### src/rtl/kcl_pkg.sv
package kcl_pkg;

  // Code length and factory settings
  localparam int          CODE_DIGITS       = 4;
  localparam logic [15:0] DEFAULT_CODE_RST  = 16'h1234;
  localparam logic [3:0]  FAIL_LIMIT_RST    = 4'd3;
  localparam logic [7:0]  OPEN_SECONDS_RST  = 8'd5;
  localparam logic [7:0]  ALARM_SECONDS_RST = 8'd60;

  // Configuration register indexes
  localparam int         CFG_IDX_W         = 2;
  localparam logic [1:0] CFG_DEFAULT_CODE  = 2'd0;
  localparam logic [1:0] CFG_FAIL_LIMIT    = 2'd1;
  localparam logic [1:0] CFG_OPEN_SECONDS  = 2'd2;
  localparam logic [1:0] CFG_ALARM_SECONDS = 2'd3;

  // Item kinds
  localparam logic FUNC_KEY  = 1'b0;
  localparam logic FUNC_TICK = 1'b1;

  // Matrix key positions
  localparam logic [4:0] KEY_D1      = 5'd1;
  localparam logic [4:0] KEY_D2      = 5'd2;
  localparam logic [4:0] KEY_D3      = 5'd3;
  localparam logic [4:0] KEY_SET     = 5'd4;
  localparam logic [4:0] KEY_D4      = 5'd5;
  localparam logic [4:0] KEY_D5      = 5'd6;
  localparam logic [4:0] KEY_D6      = 5'd7;
  localparam logic [4:0] KEY_RESTORE = 5'd8;
  localparam logic [4:0] KEY_D7      = 5'd9;
  localparam logic [4:0] KEY_D8      = 5'd10;
  localparam logic [4:0] KEY_D9      = 5'd11;
  localparam logic [4:0] KEY_CLEAR   = 5'd12;
  localparam logic [4:0] KEY_BACK    = 5'd13;
  localparam logic [4:0] KEY_D0      = 5'd14;
  localparam logic [4:0] KEY_ENTER   = 5'd15;
  localparam logic [4:0] KEY_OK      = 5'd16;

  // Display status codes
  localparam logic [1:0] DISP_DIGITS = 2'd0;
  localparam logic [1:0] DISP_ERR    = 2'd1;
  localparam logic [1:0] DISP_ON     = 2'd2;

  localparam logic [3:0] FAIL_MAX = 4'd15;
  localparam logic [7:0] SEC_MAX  = 8'd255;

endpackage

### src/rtl/keypad_code_lock_controller_top.sv
// Keypad code lock controller.
// Input channel (in_valid / in_stall): one beat is either a key press
// (in_func = 0, in_key_code = matrix position 1..16) or a one-second tick
// (in_func = 1). Result channel (out_valid / out_stall): exactly one beat
// per input beat, carrying lock drive, alarm, programming-mode LED,
// display status, digit count and the entered digits as BCD.
// Config port (cfg_valid / cfg_ready, always ready): index 0 default code,
// 1 failure limit, 2 open seconds, 3 alarm seconds. Write only while idle.
// The result of a beat is registered and appears in the cycle after it is accepted.
// Throughput: one beat per cycle unless the receiver stalls; the whole update
// of lock state for a beat is one pass of decode/compare logic into the state
// and result registers. When the receiver stalls, the result register holds
// its beat; in_stall is raised only while that held beat blocks the next one,
// so a new beat is still taken in the cycle the held one leaves.
// Reset (rst_n low, synchronous): config returns to factory values, the
// stored code reloads from the factory code, all lock state clears and no
// result is pending.
module keypad_code_lock_controller_top #(
  parameter int CODE_DIGITS = kcl_pkg::CODE_DIGITS
) (
  input  logic                         clk,
  input  logic                         rst_n,
  input  logic                         in_valid,
  output logic                         in_stall,
  input  logic                         in_func,
  input  logic [4:0]                   in_key_code,
  output logic                         out_valid,
  input  logic                         out_stall,
  output logic                         out_lock_open,
  output logic                         out_alarm_on,
  output logic                         out_set_mode_led,
  output logic [1:0]                   out_display_status,
  output logic [2:0]                   out_entry_count,
  output logic [15:0]                  out_entered_code,
  input  logic                         cfg_valid,
  output logic                         cfg_ready,
  input  logic [kcl_pkg::CFG_IDX_W-1:0] cfg_index,
  input  logic [15:0]                  cfg_data
);

  // Count must hold CODE_DIGITS itself
  localparam int CW    = $clog2(CODE_DIGITS + 1);
  // Digits that reach the 16-bit BCD fields
  localparam int SHOWN = (CODE_DIGITS < 4) ? CODE_DIGITS : 4;

  // Configuration registers
  logic [15:0] default_code_r;
  logic [3:0]  fail_limit_r;
  logic [7:0]  open_seconds_r;
  logic [7:0]  alarm_seconds_r;

  // Lock state
  logic [3:0]    digits_r [CODE_DIGITS];
  logic [3:0]    digits_nxt [CODE_DIGITS];
  logic [3:0]    stored_r [CODE_DIGITS];
  logic [3:0]    stored_nxt [CODE_DIGITS];
  logic [CW-1:0] count_r, count_nxt;
  logic [3:0]    fail_r, fail_nxt;
  logic          prog_r, prog_nxt;
  logic [1:0]    status_r, status_nxt;
  logic          lock_r, lock_nxt;
  logic          cd_active_r, cd_active_nxt;
  logic [7:0]    cd_sec_r, cd_sec_nxt;
  logic [7:0]    alarm_el_r, alarm_el_nxt;

  // Result register
  logic        out_valid_r;
  logic        out_lock_open_r;
  logic        out_alarm_on_r;
  logic        out_set_mode_led_r;
  logic [1:0]  out_display_status_r;
  logic [2:0]  out_entry_count_r;
  logic [15:0] out_entered_code_r;

  logic        in_fire;
  logic        locked;
  logic        digit_hit;
  logic [3:0]  digit_val;
  logic        match;
  logic        locked_nxt;
  logic [15:0] code_nxt;

  // Take a new beat whenever the result register is empty or draining
  assign in_stall  = out_valid_r && out_stall;
  assign in_fire   = in_valid && !in_stall;
  assign cfg_ready = 1'b1;

  assign locked = (fail_limit_r != 4'd0) && (fail_r >= fail_limit_r);

  // Digit keys on the matrix
  always_comb begin
    digit_hit = 1'b1;
    digit_val = 4'd0;
    unique case (in_key_code)
      kcl_pkg::KEY_D1: digit_val = 4'd1;
      kcl_pkg::KEY_D2: digit_val = 4'd2;
      kcl_pkg::KEY_D3: digit_val = 4'd3;
      kcl_pkg::KEY_D4: digit_val = 4'd4;
      kcl_pkg::KEY_D5: digit_val = 4'd5;
      kcl_pkg::KEY_D6: digit_val = 4'd6;
      kcl_pkg::KEY_D7: digit_val = 4'd7;
      kcl_pkg::KEY_D8: digit_val = 4'd8;
      kcl_pkg::KEY_D9: digit_val = 4'd9;
      kcl_pkg::KEY_D0: digit_val = 4'd0;
      default:         digit_hit = 1'b0;
    endcase
  end

  // Full entry equal to the stored code
  always_comb begin
    match = (count_r == CW'(CODE_DIGITS));
    for (int i = 0; i < CODE_DIGITS; i++) begin
      if (digits_r[i] != stored_r[i]) match = 1'b0;
    end
  end

  // Next lock state for the current beat
  always_comb begin
    digits_nxt    = digits_r;
    stored_nxt    = stored_r;
    count_nxt     = count_r;
    fail_nxt      = fail_r;
    prog_nxt      = prog_r;
    status_nxt    = status_r;
    lock_nxt      = lock_r;
    cd_active_nxt = cd_active_r;
    cd_sec_nxt    = cd_sec_r;
    alarm_el_nxt  = alarm_el_r;

    if (in_func == kcl_pkg::FUNC_TICK) begin
      if (cd_active_r && cd_sec_r != kcl_pkg::SEC_MAX) cd_sec_nxt = cd_sec_r + 8'd1;
      if (locked) begin
        if (alarm_el_r != kcl_pkg::SEC_MAX) alarm_el_nxt = alarm_el_r + 8'd1;
        if (alarm_el_nxt > alarm_seconds_r) begin
          fail_nxt     = 4'd0;
          alarm_el_nxt = 8'd0;
        end
      end
      // Countdown expired: drop back to the idle display
      if (cd_active_r && cd_sec_nxt >= open_seconds_r) begin
        status_nxt    = kcl_pkg::DISP_DIGITS;
        cd_active_nxt = 1'b0;
        prog_nxt      = 1'b0;
        lock_nxt      = 1'b0;
        cd_sec_nxt    = 8'd0;
        alarm_el_nxt  = 8'd0;
        count_nxt     = '0;
        for (int i = 0; i < CODE_DIGITS; i++) digits_nxt[i] = 4'd0;
      end
    end else if (!locked) begin
      if (digit_hit) begin
        if (count_r < CW'(CODE_DIGITS)) begin
          for (int i = 0; i < CODE_DIGITS; i++) begin
            if (count_r == CW'(i)) digits_nxt[i] = digit_val;
          end
          count_nxt = count_r + CW'(1);
        end
      end else begin
        priority case (in_key_code)
          kcl_pkg::KEY_CLEAR, kcl_pkg::KEY_SET: begin
            status_nxt    = kcl_pkg::DISP_DIGITS;
            cd_active_nxt = 1'b0;
            lock_nxt      = 1'b0;
            cd_sec_nxt    = 8'd0;
            alarm_el_nxt  = 8'd0;
            count_nxt     = '0;
            for (int i = 0; i < CODE_DIGITS; i++) digits_nxt[i] = 4'd0;
            if (in_key_code == kcl_pkg::KEY_CLEAR) begin
              fail_nxt = 4'd0;
              prog_nxt = 1'b0;
            end else begin
              prog_nxt = !prog_r;
            end
          end
          kcl_pkg::KEY_BACK: begin
            if (count_r != '0) count_nxt = count_r - CW'(1);
          end
          kcl_pkg::KEY_ENTER: begin
            if (!prog_r) begin
              count_nxt = '0;
              if (match) begin
                lock_nxt   = 1'b1;
                status_nxt = kcl_pkg::DISP_ON;
              end else begin
                if (fail_r != kcl_pkg::FAIL_MAX) fail_nxt = fail_r + 4'd1;
                status_nxt = kcl_pkg::DISP_ERR;
              end
              cd_active_nxt = 1'b1;
            end
          end
          kcl_pkg::KEY_OK: begin
            if (prog_r) begin
              if (count_r == CW'(CODE_DIGITS)) begin
                stored_nxt = digits_r;
                status_nxt = kcl_pkg::DISP_DIGITS;
              end else begin
                status_nxt = kcl_pkg::DISP_ERR;
              end
              prog_nxt  = 1'b0;
              count_nxt = '0;
              for (int i = 0; i < CODE_DIGITS; i++) digits_nxt[i] = 4'd0;
            end
          end
          kcl_pkg::KEY_RESTORE: begin
            for (int i = 0; i < CODE_DIGITS; i++) stored_nxt[i] = 4'd0;
            for (int i = 0; i < SHOWN; i++) begin
              stored_nxt[i] = default_code_r[4*(3-i) +: 4];
            end
          end
          default: begin
            // unused key position: hold everything
          end
        endcase
      end
    end
  end

  // Result fields from the updated state
  always_comb begin
    locked_nxt = (fail_limit_r != 4'd0) && (fail_nxt >= fail_limit_r);
    code_nxt   = 16'd0;
    for (int i = 0; i < SHOWN; i++) begin
      if (count_nxt > CW'(i)) code_nxt[4*(3-i) +: 4] = digits_nxt[i];
    end
  end

  // Configuration writes
  always_ff @(posedge clk) begin
    if (!rst_n) begin
      default_code_r  <= kcl_pkg::DEFAULT_CODE_RST;
      fail_limit_r    <= kcl_pkg::FAIL_LIMIT_RST;
      open_seconds_r  <= kcl_pkg::OPEN_SECONDS_RST;
      alarm_seconds_r <= kcl_pkg::ALARM_SECONDS_RST;
    end else if (cfg_valid && cfg_ready) begin
      unique case (cfg_index)
        kcl_pkg::CFG_DEFAULT_CODE:  default_code_r  <= cfg_data;
        kcl_pkg::CFG_FAIL_LIMIT:    fail_limit_r    <= cfg_data[3:0];
        kcl_pkg::CFG_OPEN_SECONDS:  open_seconds_r  <= cfg_data[7:0];
        kcl_pkg::CFG_ALARM_SECONDS: alarm_seconds_r <= cfg_data[7:0];
        default: begin
        end
      endcase
    end
  end

  // Lock state: advance once per accepted beat
  always_ff @(posedge clk) begin
    if (!rst_n) begin
      for (int i = 0; i < CODE_DIGITS; i++) begin
        digits_r[i] <= 4'd0;
      end
      for (int i = 0; i < SHOWN; i++) begin
        stored_r[i] <= kcl_pkg::DEFAULT_CODE_RST[4*(3-i) +: 4];
      end
      for (int i = SHOWN; i < CODE_DIGITS; i++) begin
        stored_r[i] <= 4'd0;
      end
      count_r     <= '0;
      fail_r      <= 4'd0;
      prog_r      <= 1'b0;
      status_r    <= kcl_pkg::DISP_DIGITS;
      lock_r      <= 1'b0;
      cd_active_r <= 1'b0;
      cd_sec_r    <= 8'd0;
      alarm_el_r  <= 8'd0;
    end else if (in_fire) begin
      digits_r    <= digits_nxt;
      stored_r    <= stored_nxt;
      count_r     <= count_nxt;
      fail_r      <= fail_nxt;
      prog_r      <= prog_nxt;
      status_r    <= status_nxt;
      lock_r      <= lock_nxt;
      cd_active_r <= cd_active_nxt;
      cd_sec_r    <= cd_sec_nxt;
      alarm_el_r  <= alarm_el_nxt;
    end
  end

  // Result valid: set on accept, drop when taken with nothing new behind it
  always_ff @(posedge clk) begin
    if (!rst_n) begin
      out_valid_r <= 1'b0;
    end else if (in_fire) begin
      out_valid_r <= 1'b1;
    end else if (!out_stall) begin
      out_valid_r <= 1'b0;
    end
  end

  // Result payload
  always_ff @(posedge clk) begin
    if (in_fire) begin
      out_lock_open_r      <= lock_nxt;
      out_alarm_on_r       <= locked_nxt;
      out_set_mode_led_r   <= prog_nxt;
      out_display_status_r <= status_nxt;
      out_entry_count_r    <= 3'(count_nxt);
      out_entered_code_r   <= code_nxt;
    end
  end

  assign out_valid          = out_valid_r;
  assign out_lock_open      = out_lock_open_r;
  assign out_alarm_on       = out_alarm_on_r;
  assign out_set_mode_led   = out_set_mode_led_r;
  assign out_display_status = out_display_status_r;
  assign out_entry_count    = out_entry_count_r;
  assign out_entered_code   = out_entered_code_r;

`ifndef SYNTHESIS
  // Input blocked only behind a held result
  a_stall_needs_result: assert property (@(posedge clk) disable iff (!rst_n)
    in_stall |-> out_valid_r)
    else $error("input stalled with no pending result");

  // Every accepted beat yields a result next cycle
  a_fire_gives_result: assert property (@(posedge clk) disable iff (!rst_n)
    in_fire |=> out_valid_r)
    else $error("accepted beat produced no result");

  // Entry never grows past the code length
  a_count_bound: assert property (@(posedge clk) disable iff (!rst_n)
    count_r <= CW'(CODE_DIGITS))
    else $error("digit count beyond code length");

  // Programming mode and an open lock exclude each other
  a_prog_not_open: assert property (@(posedge clk) disable iff (!rst_n)
    prog_r |-> !lock_r)
    else $error("lock open in programming mode");
`endif

endmodule

### config.mk
export PLATFORM = sky130hd
export DESIGN_NAME = keypad_code_lock_controller_top
export DESIGN_NICKNAME = d
export VERILOG_FILES = /design/src/rtl/kcl_pkg.sv /design/src/rtl/keypad_code_lock_controller_top.sv
export SDC_FILE = /design/constraint.sdc
export NUM_CORES = 1
export LEC_CHECK = 0
export BUFFER_PORTS_ARGS = -buffer_cell sky130_fd_sc_hd__buf_4
export CORE_ASPECT_RATIO = 1.4
export CORE_UTILIZATION = 45
export DETAILED_ROUTE_END_ITERATION = 16
export PLACE_DENSITY = 0.67
export SYNTH_ARGS = -nofsm -noshare
export SYNTH_HDL_FRONTEND = slang
export SYNTH_SLANG_ARGS = --single-unit
### constraint.sdc
create_clock -name clk -period 9.85 [get_ports clk]
set_clock_uncertainty 0.1 [all_clocks]
set_input_delay 1.97 -clock clk [delete_from_list [all_inputs] [get_ports clk]]
set_output_delay 1.97 -clock clk [all_outputs]
set_load 0.005 [all_outputs]
# Word level (Yosys, flattened, before mapping)
# Index checks and enable logic that the tools add are counted.
[classes] reduce_logical=25 bitwise_logic=3 n_mux=83 magnitude_cmp=9 n_eq_ne=38 addsub=5
[op_table] cell="$mux 16" n=8
[op_table] cell="$mux 8" n=14
[op_table] cell="$pmux 16 s2" n=2
[op_table] cell="$mux 4" n=13
[op_table] cell="$eq 5x4->1 const B" n=8
[op_table] cell="$pmux 4 s9" n=1
[op_table] cell="$mux 1" n=24
[op_table] cell="$mux 3" n=8
[op_table] cell="$eq 5x3->1 const B" n=4
[op_table] cell="$add 8x1->8 const B" n=2
[op_table] cell="$ne 4x4->1" n=4
[op_table] cell="$ne 8x8->1 const B" n=2
[op_table] cell="$mux 2" n=7
[op_table] cell="$pmux 3 s4" n=1
[op_table] cell="$eq 5x2->1 const B" n=2
[op_table] cell="$reduce_or 10->1" n=1
[op_table] cell="$ge 4x4->1" n=2
[op_table] cell="$ge 8x8->1" n=1
[op_table] cell="$gt 8x8->1" n=1
[op_table] cell="$ne 2x2->1 const B" n=4
[op_table] cell="$pmux 4 s2" n=1
[op_table] cell="$reduce_and 2->1" n=4
[op_table] cell="$reduce_and 7->1" n=1
[op_table] cell="$eq 3x2->1 const B" n=2
[op_table] cell="other kinds (30)" n=46
[totals] register_bits=121 word_cells=193 out_inout_bits=27 input_bits=29

# Logic depth before layout (Yosys ltp)
[logic_depth] depth_word=13 ltp_mapped=18

# Least setup slack after synthesis
# No wires, ideal clock.
[synth_path] path_kind="input-to-reg" start="input port in_key_code[0]" end="register out_alarm_on_r (netlist: out_alarm_on) (data pin)" required_time_ns=9.488 arrival_ns=4.013 n_path_buf=1 path_stages=13 setup_slack_ns=5.475 setup_ns=0.262 path_cell_list="buf_2 nor2_2 nor3_2 a211oi_2 and2_1 nand2_1 a2bb2oi_1 ha_1 nand2b_1 a21o_1 a21o_1 a21oi_1 nor2_1"
[synth_between] elab_chain_len=8 elab_cells_between_ends=23 cone_classes="order compare (1); eq/ne (13); mux (6); reduce/logical (3)"
[synth_rtl] item="from (decl)" line="keypad_code_lock_controller_top.sv:26" source="input logic [4:0] in_key_code,"
[synth_rtl] item="$eq 5x4->1 (tied with other cells)" line="keypad_code_lock_controller_top.sv:94" source="unique case (in_key_code)"
[synth_rtl] item="$reduce_or 10->1 (no line) (tied with other cells)"
[synth_rtl] item="$mux 1 / $pmux 4 s2 (equally long branches)" line="keypad_code_lock_controller_top.sv:94, keypad_code_lock_controller_top.sv:159"
[synth_rtl] item="$mux 4 *" line="keypad_code_lock_controller_top.sv:151" source="if (digit_hit) begin"
[synth_rtl] item="$mux 4 *" line="keypad_code_lock_controller_top.sv:150" source="end else if (!locked) begin"
[synth_rtl] item="$mux 4 *" line="keypad_code_lock_controller_top.sv:130" source="if (in_func == kcl_pkg::FUNC_TICK) begin"
[synth_rtl] item="$ge 4x4->1 *" line="keypad_code_lock_controller_top.sv:220" source="locked_nxt = (fail_limit_r != 4'd0) && (fail_nxt >= fail_limit_r);"
[synth_rtl] item="$logic_and 1x1->1 *" line="keypad_code_lock_controller_top.sv:220"
[synth_rtl] item="named net locked_nxt" line="keypad_code_lock_controller_top.sv:80" source="logic locked_nxt;"
[synth_rtl] item="to (signal assigned)" line="keypad_code_lock_controller_top.sv:295" source="out_alarm_on_r <= locked_nxt;"
[synth_rtl] item="to (decl)" line="keypad_code_lock_controller_top.sv:69" source="logic out_alarm_on_r;"
# The timed path passes the listed nets; every way through them passes the cells marked *.
# A chain may end at the register's enable or synchronous reset.

# Worst setup path after layout
[layout_path] start="input port out_stall" end="output port in_stall"
[layout_between] elab_chain_len=1
[layout_rtl] item="from (decl)" line="keypad_code_lock_controller_top.sv:28" source="input logic out_stall,"
[layout_rtl] item="$logic_and 1x1->1" line="keypad_code_lock_controller_top.sv:84" source="assign in_stall = out_valid_r && out_stall;"
[layout_rtl] item="to (decl)" line="keypad_code_lock_controller_top.sv:24" source="output logic in_stall,"
# No other way between the ends.

==> run_results.csv <==
group,metric,value,unit
status,status,"completed",
setup_path,path_cells,"buf_4 -> nand2_1 -> inv_1 -> buf_4",
pwr,power.internal,964,uW
pwr,leakagePower,3.36,nW
setup_path,worstSetupStartpoint,"out_stall",
clock_tree,hold_buffers,0,
clock_tree,clk_latency,0.41,ns
clock_tree,post_cts_buffers,0,
finish,final_cell_mix,"nand2_1, dfxtp_1, buf_4",
timing,fin_setup_tns,0,ns
route,first_pass_iters,5,
synth,synth_seq_cells,121,
timing,layout_setup_ws,5.45,ns
placement,dp_slack,5.18,ns
timing,maxSlewViolCount,0,
pwr,pwr_density_cell,159,nW/um^2
setup_path,critical_path_class,"in -> out",
route,wl_per_cell,16.9,um
synth,syn_nets,871,
global_routing,grt_pass1_wl,29200,um
setup_path,r2r-start,"cd_sec_r[0]",
setup_path,cpPeakStageDelay,0.13,ns
pwr,ir_drop,96.4,uV
floorplan,die-width,108,um
pwr,combPwrFrac,0.090,
pwr,seq_power_share,0.407,
setup_path,cp-start-kind,"primary input",
route,drc_errors,0,
pwr,power.switching,328,uW
floorplan,io_pins,56,
placement,port_buffers,54,
route,vias_per_cell,5.76,
route,drtAntennaViolNets,0,
clock_tree,cts_tree,"built",
timing,relSlewSlack,0.305,
timing,finalSetupViolCount,0,
job,maxCapViolCount,0,
timing,worst_slew_pin_slew,1.04,ns
finish,nFillCells,1404,
pwr,clkPwrFrac,0.503,
setup_path,reg2reg_slack,5.63,ns
floorplan,fp-row-count,53,
placement,routabilityCongestion,0.887,
setup_path,reg2reg_to,"alarm_el_r[0]",
synth,async_flop_share,0,
route,dr.first_iter.drc_count,317,
timing,hold_viol_final,0,
setup_path,crit_path_end,"in_stall",
finish,nets,909,
global_routing,grt_overflow,0,
timing,rsz0062_at_grt,"false",
timing,min_period,4.40,ns
clock_tree,h-tree-depth,4,
finish,area_delta_synth_final,16.0,%
synth,synth_edf_count,24,
finish,final_layout_size_suffix_gt1_frac,0.145,
clock_tree,cts_buffer_depth,2,
synth,synth_cell_types,75,
clock_tree,clkSlewWorstSetupHoldPaths,0.06,ns
synth,syn_area,7020,um^2
clock_tree,clkSinkCount,121,
placement,dpl_cell_area,7530,um^2
timing,fmax,0.227,GHz
synth,yosysSeqAreaShare,0.379,
floorplan,coreArea,15100,um^2
route,drt-total-wl,17800,um
setup_path,crit_required,7.78,ns
placement,dpl.hpwl,12700,um
finish,antenna_cells,0,
synth,ys.warnings.count,0,
setup_path,cp_max_fo,2,
pwr,swShare,0.254,
floorplan,die_y,150,um
clock_tree,cts_buffers,17,
setup_path,slowest_stage,"buf_4",
hold_path,worstHoldPathType,"reg -> reg",
finish,design_area,8150,um^2
setup_path,rr_worst_depth,15,
setup_path,endpoint_kind,"primary output",
setup_path,cp.arrival,2.33,ns
synth,synthFlopType,"dfxtp_1",
global_routing,grt.total_usage,0.233,
finish,final_common_cell,"nand2_1",
synth,syn_avg_cell_area,8.67,um^2
clock_tree,cts-root-buf,"clkbuf_16",
floorplan,dieArea,16100,um^2
global_routing,grt_max_degree,101,
timing,fin_crit_sh,0.446,
route,via_count,6061,
clock_tree,cts_resized,0,
finish,utilization,0.539,
setup_path,cp_common_cell,"buf_4",
global_routing,antenna_found_initial,0,
timing,whs,0.365,ns
global_routing,first_global_vias,5815,
floorplan,initial_core_util,0.464,
synth,synth_cells,810,
[synthesized netlist by cell type, types with 5 or more instances]
master	instances	area share
o211a_1	11	0.016
xor2_1	14	0.017
nand2_1	123	0.066
edfxtp_1	24	0.10
a21oi_1	36	0.026
nor2_1	39	0.021
a21boi_0	30	0.032
o21ai_0	36	0.026
dfxtp_1	97	0.28
and3_1	8	0.0071
o22ai_1	6	0.0053
clkbuf_1	24	0.013
nor3b_1	5	0.0053
nand2b_1	9	0.0080
xnor2_1	15	0.019
mux2i_1	20	0.029
or3_1	5	0.0045
nor4_1	5	0.0045
inv_1	32	0.017
o211ai_1	18	0.019
ha_1	32	0.057
buf_2	12	0.0086
nor3_1	9	0.0064
a22oi_1	28	0.030
nand3b_1	5	0.0053
a21o_1	9	0.0096
nand3_1	24	0.017
and2_1	11	0.0098
nor2b_1	30	0.027
nand4_1	10	0.0089
[layer usage]
metal / part of all wire / track usage / vias up
met4: 0.039 / 0.114 / 0
met2: 0.48 / 0.395 / 175
met1: 0.43 / 0.285 / 2831
met5: 0 / 0 / -
li1: - / - / 3005
met3: 0.048 / 0.0392 / 50
[metrics by stage]
stage               power, mW  std cells
detailed placement      0.652       1021
global placement        0.651       1021
finish                   1.29       1053
global route             1.34       1053
CTS                      1.30       1053
floorplan               0.608        810
[state kept, by name, summed over array words and instances, names as in the netlist, 3 cells and up]
| name | count |
|---|---|
| digits_r | 16 |
| stored_r | 16 |
| default_code_r | 16 |
| fail_limit_r | 4 |
| fail_r | 4 |
| alarm_el_r | 8 |
| cd_sec_r | 8 |
| out_entry_count | 3 |
| out_entered_code | 16 |
| alarm_seconds_r | 8 |
| count_r | 3 |
| open_seconds_r | 8 |
[cells by family (layout without fill, tap and decap cells)]
family                   after synthesis  after routing  synth area share
flip-flops                           121            121             0.379
buffers and inverters                 73            124            0.0428
XOR/XNOR                              29             29            0.0362
other                                  1              1          0.000534
adder cells (fa/ha/maj)               32             32            0.0570
multiplexers                          22             22            0.0317
AO/OA/AOI/OAI                        222            222             0.224
AND/OR/NAND/NOR                      310            310             0.229
[power by group through the flow]
stage,Sequential [mW],Combinational (mW),Clock [mW]
6_report,0.526,0.117,0.650
5_1_grt,0.527,0.128,0.682
4_1_cts,0.526,0.116,0.660
3_5_place_dp,0.536,0.115,0
3_3_place_gp,0.536,0.114,0
2_1_floorplan,0.534,0.0743,0
[final cells by class]
type	count	area, um^2	area share
multi-input cells	616	4070	0.499
inverters	33	124	0.0152
repair buffers	59	443	0.0544
clock buffers	17	425	0.0522
clock inverters	15	188	0.0230
well taps	192	240	0.0295
flip-flops and latches	121	2660	0.327
[worst max-delay path, delay by kind of cell]
kind / cells / cell delay [ns]
and+or+nand+nor: 1 / 0.07
buffers and inverters: 3 / 0.29
[how the worst min path moves through the flow]
stage,start,to,slack [ns],depth (start not counted)
detailed placement,alarm_seconds_r[6],alarm_seconds_r[6],0.36,2
CTS,default_code_r[13],default_code_r[13],0.37,2
finish,default_code_r[13],default_code_r[13],0.36,2
global route,open_seconds_r[5],open_seconds_r[5],0.39,2
global placement,alarm_seconds_r[1],alarm_seconds_r[1],0.36,2
floorplan,default_code_r[12],default_code_r[12],0.34,2
Power figures use the tool's default switching activity.
